--- config.mk ---
export PLATFORM = sky130hd
export DESIGN_NAME = rdc_sqrt
export DESIGN_NICKNAME = d
export VERILOG_FILES = /design/src/rtl/rdc_pkg.sv /design/src/rtl/rdc_sqrt.sv
export SDC_FILE = /design/constraint.sdc
export NUM_CORES = 2
export LEC_CHECK = 0
export BUFFER_PORTS_ARGS = -buffer_cell sky130_fd_sc_hd__buf_4
export CORE_ASPECT_RATIO = 0.9
export CORE_UTILIZATION = 65
export CTS_BUF_LIST = sky130_fd_sc_hd__clkbuf_8
export CTS_CLUSTER_DIAMETER = 40
export DETAILED_ROUTE_END_ITERATION = 6
export GPL_TIMING_DRIVEN = 0
export MAX_ROUTING_LAYER = met4
export PLACE_DENSITY = 0.83
export RECOVER_POWER = 25
export SYNTH_ARGS = -nofsm -noshare
export SYNTH_HDL_FRONTEND = slang
export SYNTH_SLANG_ARGS = --single-unit
--- constraint.sdc ---
create_clock -name clk -period 3.6 [get_ports clk]
set_input_delay 1.08 -clock clk [delete_from_list [all_inputs] [get_ports clk]]
set_output_delay 1.08 -clock clk [all_outputs]
set_load 0.01 [all_outputs]
--- src/rtl/rdc_pkg.sv ---
// ----------------------------------------------------------------------------
// rdc_pkg: shared types and constants for the radial distortion map
// Widths of the coordinate, radius, polynomial and divider datapaths.
// ----------------------------------------------------------------------------
package rdc_pkg;

  // Number formats and limits
  localparam int MAX_DIM        = 4096;
  localparam int FRAC_BITS      = 8;
  localparam int COEF_FRAC_BITS = 24;
  localparam int RST_DIM        = 4096;
  localparam int RST_SCALE      = 1000;
  localparam int DEN_BASE       = 1000;

  // Port widths
  localparam int PIX_W   = 12;
  localparam int DIM_W   = 13;
  localparam int COEF_W  = 32;
  localparam int SCALE_W = 16;
  localparam int OUT_W   = 24;
  localparam int IDX_W   = 3;

  // Offsets, squares and radius
  localparam int D_W    = PIX_W + 1;
  localparam int SQ_W   = 2 * PIX_W;
  localparam int D2_W   = SQ_W + 1;
  localparam int ROOT_W = (D2_W + 2 * FRAC_BITS + 1) / 2;
  localparam int RAD_W  = 2 * ROOT_W;

  // Polynomial accumulator, saturated to +-(2^62 - 1)
  localparam int ACC_W    = 63;
  localparam int MAG_W    = ACC_W - 1;
  localparam int HALF_W   = MAG_W / 2;
  localparam int MUL_W    = (MAG_W - HALF_W) + ROOT_W;
  localparam int FULL_W   = MUL_W + HALF_W;
  localparam int SH_W     = FULL_W - FRAC_BITS;
  localparam int HORNER_N = 3;

  // Divider
  localparam int NUM_W  = PIX_W + SCALE_W;
  localparam int SHIFT  = COEF_FRAC_BITS + FRAC_BITS;
  localparam int QB     = 40;
  localparam int DIV_N_W = NUM_W + SHIFT;
  localparam int HI_W   = DIV_N_W - QB;
  localparam int DREM_W = MAG_W + 1;
  localparam int Q_W    = QB + 1;

  // Register indexes
  typedef enum logic [IDX_W-1:0] {
    REG_WIDTH  = 3'd0,
    REG_HEIGHT = 3'd1,
    REG_K1     = 3'd2,
    REG_K2     = 3'd3,
    REG_K3     = 3'd4,
    REG_SCALE  = 3'd5
  } cfg_reg_t;

  // Coordinates that travel with the radius and polynomial
  typedef struct packed {
    logic signed [D_W-1:0] dx;
    logic signed [D_W-1:0] dy;
    logic [PIX_W-1:0]      cx;
    logic [PIX_W-1:0]      cy;
  } side_t;

  // Per-axis control that travels with a quotient
  typedef struct packed {
    logic             neg;
    logic             dneg;
    logic [PIX_W-1:0] c;
    logic             dz;
  } div_side_t;

endpackage

--- src/rtl/rdc_sqrt.sv ---
// ----------------------------------------------------------------------------
// rdc_sqrt: pipelined integer square root
// One root bit per stage, floor of the square root, stalls on en low.
// ----------------------------------------------------------------------------
module rdc_sqrt (
  input  logic                        clk,
  input  logic                        rst,
  input  logic                        en,
  input  logic                        in_vld,
  input  logic [rdc_pkg::RAD_W-1:0]   in_rad,
  input  rdc_pkg::side_t              in_side,
  output logic                        out_vld,
  output logic [rdc_pkg::ROOT_W-1:0]  out_root,
  output rdc_pkg::side_t              out_side
);
  import rdc_pkg::*;

  localparam int REM_W = ROOT_W + 2;

  logic              vld  [ROOT_W];
  logic [RAD_W-1:0]  rad  [ROOT_W];
  logic [ROOT_W-1:0] root [ROOT_W];
  logic [REM_W-1:0]  rem  [ROOT_W];
  side_t             side [ROOT_W];

  for (genvar i = 0; i < ROOT_W; i++) begin : g_stage
    localparam int P = ROOT_W - 1 - i;
    logic              v_in;
    logic [RAD_W-1:0]  rad_in;
    logic [ROOT_W-1:0] root_in;
    logic [REM_W-1:0]  rem_in;
    side_t             side_in;
    logic [REM_W-1:0]  cur;
    logic [REM_W-1:0]  trial;
    logic              ge;

    if (i == 0) begin : g_first
      assign v_in    = in_vld;
      assign rad_in  = in_rad;
      assign root_in = '0;
      assign rem_in  = '0;
      assign side_in = in_side;
    end else begin : g_next
      assign v_in    = vld[i-1];
      assign rad_in  = rad[i-1];
      assign root_in = root[i-1];
      assign rem_in  = rem[i-1];
      assign side_in = side[i-1];
    end

    // Bring down the next bit pair and try the next root bit
    always_comb begin
      cur   = {rem_in[REM_W-3:0], rad_in[2*P+1 -: 2]};
      trial = {root_in, 2'b01};
      ge    = cur >= trial;
    end

    always_ff @(posedge clk) begin
      if (rst) begin
        vld[i] <= 1'b0;
      end else if (en) begin
        vld[i] <= v_in;
      end
    end

    always_ff @(posedge clk) begin
      if (en) begin
        rad[i]  <= rad_in;
        root[i] <= {root_in[ROOT_W-2:0], ge};
        rem[i]  <= ge ? cur - trial : cur;
        side[i] <= side_in;
      end
    end
  end

  assign out_vld  = vld[ROOT_W-1];
  assign out_root = root[ROOT_W-1];
  assign out_side = side[ROOT_W-1];

endmodule

; ---- After elaboration in Yosys (flattened, before gate mapping)
; Memories as Yosys holds them, arrays and structs flattened.
; Cells that the tools add are included.
[word_totals]
ram_bits = 2877
inputBits = 96
word_cells = 116
output_inout_bits = 72
n_memories = 5
ff_bits = 0
rom_bits = 0
latch_bits = 0
[classes]
multipliers = 0
n_reduce_logical = 0
mux = 48
n_addsub = 21
n_lt_le_gt_ge = 21
n_shift = 0
eq_ne = 0
bitwise = 21
div_mod_pow = 0
[mem_list]
columns = memory, words, width, rd, rd_ports_with_merged_regs, wr, line_no
row1 = side, 21, 50, 21, 0, 21, rdc_sqrt.sv:24  ; side_t side [ROOT_W];
row2 = rad, 21, 42, 20, 0, 21, rdc_sqrt.sv:21  ; logic [RAD_W-1:0] rad [ROOT_W];
row3 = rem, 21, 23, 20, 0, 21, rdc_sqrt.sv:23  ; logic [REM_W-1:0] rem [ROOT_W];
row4 = root, 21, 21, 21, 0, 21, rdc_sqrt.sv:22  ; logic [ROOT_W-1:0] root [ROOT_W];
row5 = vld, 21, 1, 21, 0, 21, rdc_sqrt.sv:20  ; logic vld [ROOT_W];
[ops]
columns = op, count
row1 = $mux W23, 21
row2 = $ge A23 B23 Y1, 20
row3 = $sub A23 B23 Y23, 20
row4 = $mux W1, 27
row5 = $or A1 B1 Y1, 21
row6 = $sub A2 B1 Y3 const B, 1
row7 = $ge A2 B1 Y1 const B, 1

; ---- Logic depth before layout (Yosys ltp)
[depth]
word_depth = 4
mapped_depth = 13

; ---- Least setup slack after synthesis
; No wires, ideal clock.
[synth_path]
path_kind = flip-flop to flip-flop
startpoint = memory rem[9][0] (netlist bit)
endpoint = memory rem[9][27] (netlist bit), data pin
stages_incl_launch_ff = 11
t_required_ns = 3.340
setup_time_ns = 0.260
slack_ns = 0.349
t_arrival_ns = 2.991
path_cell_list = edfxtp_1 -> ha_1 -> or3_1 -> o22ai_2 -> o211ai_2 -> a41oi_2 -> o311ai_1 -> a211o_1 -> a2111oi_4 -> buf_6 -> mux2_4
[synth_lines]
columns = item, line_no
row1 = from (decl), rdc_sqrt.sv:23

==> results.yml <==
run_status:
  status: "finished, violations left"
  violations: "DRC"
die:
  die_y_um: 336
  fp.dieArea_um2: 125000
  die_width_um: 373
  initial_core_util_pct: 65.5
  core-area_um2: 123000
  fp-row-count: 122
  io_pins: 168
worst_hold_path:
  hold_path.class: "in -> reg"
  min_to: "rad[0][29]$_DFFE_PP_"
  hold_path_depth: 1
  min_from: "in_rad[29]"
drt:
  vias: 39095
  drt-initial-drc-count: 3020
  drc_errors: 4
  via_per_inst: 5.52
  drtPass1Iterations: 7
  final_antenna_net_count: 0
  post_drt_wl_per_cell_um: 16.7
  routed_wl_um: 118000
synth:
  yosysTopAreaCell: "edfxtp_1"
  ys_seq_area_share_pct: 78.9
  synth_common_cells: "edfxtp_1 (2116), inv_1 (336), ha_1 (253), nor2_1 (221), nand2_1 (219)"
  synthArstFlopShare_pct: 0
  synth_most_common_cell: "edfxtp_1"
  synth_area_per_cell_um2: 17.0
  synth_seq_cells: 2116
  ys.flop_type: "edfxtp_1"
  netlist_area_um2: 80500
  synth_nets: 5087
  synth_warnings: 0
  synth_cells: 4738
  synth_top_area_share_pct: 78.9
  synth_edf_count: 2116
  synth_cell_types: 78
  synthTopCellsByArea: "edfxtp_1 (79%), ha_1 (3.9%), xnor2_1 (1.8%), inv_1 (1.6%), xor2_1 (1.5%)"
clocking:
  clk_pin_slew_ns: 0.06
  cts-root-buf: "clkbuf_8"
  cts-buffers-inserted: 334
  clock_sinks: 2116
  h-tree-depth: 5
  max-clock-path-buffers: 4
  cts_tree: "done"
  worstSkewPairLatency_ns: 0.97
cells_and_area:
  register_area_um2: 63500
  drive_gt1_share_pct: 12.3
  nets: 5611
  multi_input_area_um2: 15500
  post-route-util_pct: 73.5
  nFillCells: 7038
  areaGrowthSynthToFinish_pct: 12.2
grt:
  grt_start_max_net_pins: 203
  globalRouteOverflowTotal: 0
  antenna_found_initial: 3
  grt_usage_pct: 19.3
  grt_pass1_wl_um: 188000
  grt_pass1_vias: 38847
sta:
  skew_ns: 0.103
  period_minus_slack_ns: 3.46
  hold_viol_final: 0
  setup_tns_ns: 0
  fin_crit_sh_pct: 96.1
  max_freq_mhz: 289
  maxSlewHeadroom_pct: 26.2
  fin_ws_ns: 0.139
  maxSlewViolCount: 0
  setup_viol: 0
  tightest_slew_ns: 1.11
  whs_ns: 0.302
critical_path:
  ff2ff_path_depth: 11
  cp-end-kind: "flop"
  worstSetupStartpointType: "flop"
  critPathMaxStageDelay_ns: 0.43
  path_max_fanout: 10
  rrSetupSlack_ns: 0.14
  path_cells: "ha_1 > or3_1 > o22ai_4 > o211ai_2 > a41oi_2 > o311ai_2 > a211o_1 > a2111oi_4 > buf_6 > buf_8 > mux2_4"
  reg2reg_to: "rem[9][36]$_DFFE_PP_"
  rr_startpoint: "rem[9][0]$_DFFE_PP_"
  crit_slowest_cell: "or3_1"
  crit_required_ns: 4.25
  path_class: "reg -> reg"
  cp.arrival_ns: 4.11
power:
  p_leak_nw: 33.7
  p_per_area_nw_per_um2: 614
  irDropWorstVdd_v: 0.000432
  p_total_w: 0.0554
placed_design:
  portBuffers: 167
  dpl.hpwl_um: 73500
  post-place-ws_ns: -2.31
  gp_congestion: 0.932
flow_run:
  drv_cap: 0
## power breakdown
part           leakage [nW]  internal (W)  switching (W)  total [W]
Sequential             20.5        0.0298       0.000967     0.0308
Combinational          9.82       0.00290        0.00363    0.00653
Clock                  3.33       0.00968        0.00840     0.0181
## layout by cell type (no fill, tap or decap), types with 77 or more instances in the layout
cell type  instances
inv_1            423
clkbuf_8         339
nor3_1           104
nand2_1          219
xnor2_1          161
a21o_1            81
buf_4             77
xor2_1           135
ha_1             253
a21oi_1          192
o21ai_0          186
nor2_1           221
clkbuf_4          86
edfxtp_1        2116
## kinds of logic (layout without fill, tap and decap cells)
group           after synthesis  count (layout)  synth area share (%)
compound gates              690             690                  5.40
xor+xnor                    296             296                  3.22
fa+ha+maj                   253             253                  3.93
buf+inv                     390            1122                  1.84
flops                      2116            2116                  78.9
mux                          56              56                 0.847
other cells                   1               4               0.00466
simple gates                936             936                  5.82
## stage by stage
step                std cells  area, um^2
floorplan                4738       80500
global placement         6517       83800
detailed placement       6528       84100
CTS                      7080       90200
global route             7085       90300
finish                   7085       90300
## worst max-delay path: cells and delay by family (launching register included)
family          cells  cell delay, ns
simple gates        1            0.43
buf+inv             2            0.34
compound gates      6            1.47
fa+ha+maj           1            0.24
mux                 1            0.30
flops               1            0.39
## area by class of cell
cell class / instances / share of cell area [%]
antenna: 3 / 0.00832
buffer: 52 / 0.259
clock buffer: 339 / 5.17
clock inverter: 205 / 1.36
inverter: 337 / 1.40
multi-input combinational: 2232 / 17.2
sequential: 2116 / 70.4
tap: 1612 / 2.23
timing repair buffer: 189 / 1.99
## worst max path at each step
stage,startpoint,endpoint,depth (start not counted),slack [ns]
6_report,rem[9][0]$_DFFE_PP_,rem[9][36]$_DFFE_PP_,11,0.14
5_1_grt,root[2][42]$_DFFE_PP_,rem[9][36]$_DFFE_PP_,12,-0.02
4_1_cts,root[1][130]$_DFFE_PP_,rem[7][37]$_DFFE_PP_,11,0.02
3_5_place_dp,en,vld[0][1]$_DFFE_PP_,7,-2.31
3_3_place_gp,en,vld[0][0]$_DFFE_PP_,2,-17.73
2_1_floorplan,rem[9][0]$_DFFE_PP_,rem[9][27]$_DFFE_PP_,10,0.35
## sequential cells by signal, summed over array words and instances (netlist names)
| register | flops |
|---|---|
| rad | 420 |
| vld | 21 |
| root | 231 |
| side | 1050 |
| rem | 394 |
## per-layer routing
metal	vias to the layer above	wire [um]	track usage, %	share of wire [%]
li1	19032	-	-	-
met1	18682	49400	22.9	42
met2	1083	59100	32.4	50
met3	298	5780	3.77	4.9
met4	0	3740	8.55	3.2
met5	-	0	-	0
## timing repair
item	4_1_cts	5_1_grt
hold buffers	0	0
resized for setup	3	24
buffers inserted	3	1
pin swaps	2	3
setup endpoints to repair	269	99
gates cloned	5	2
(Power assumes the default switching activity.)
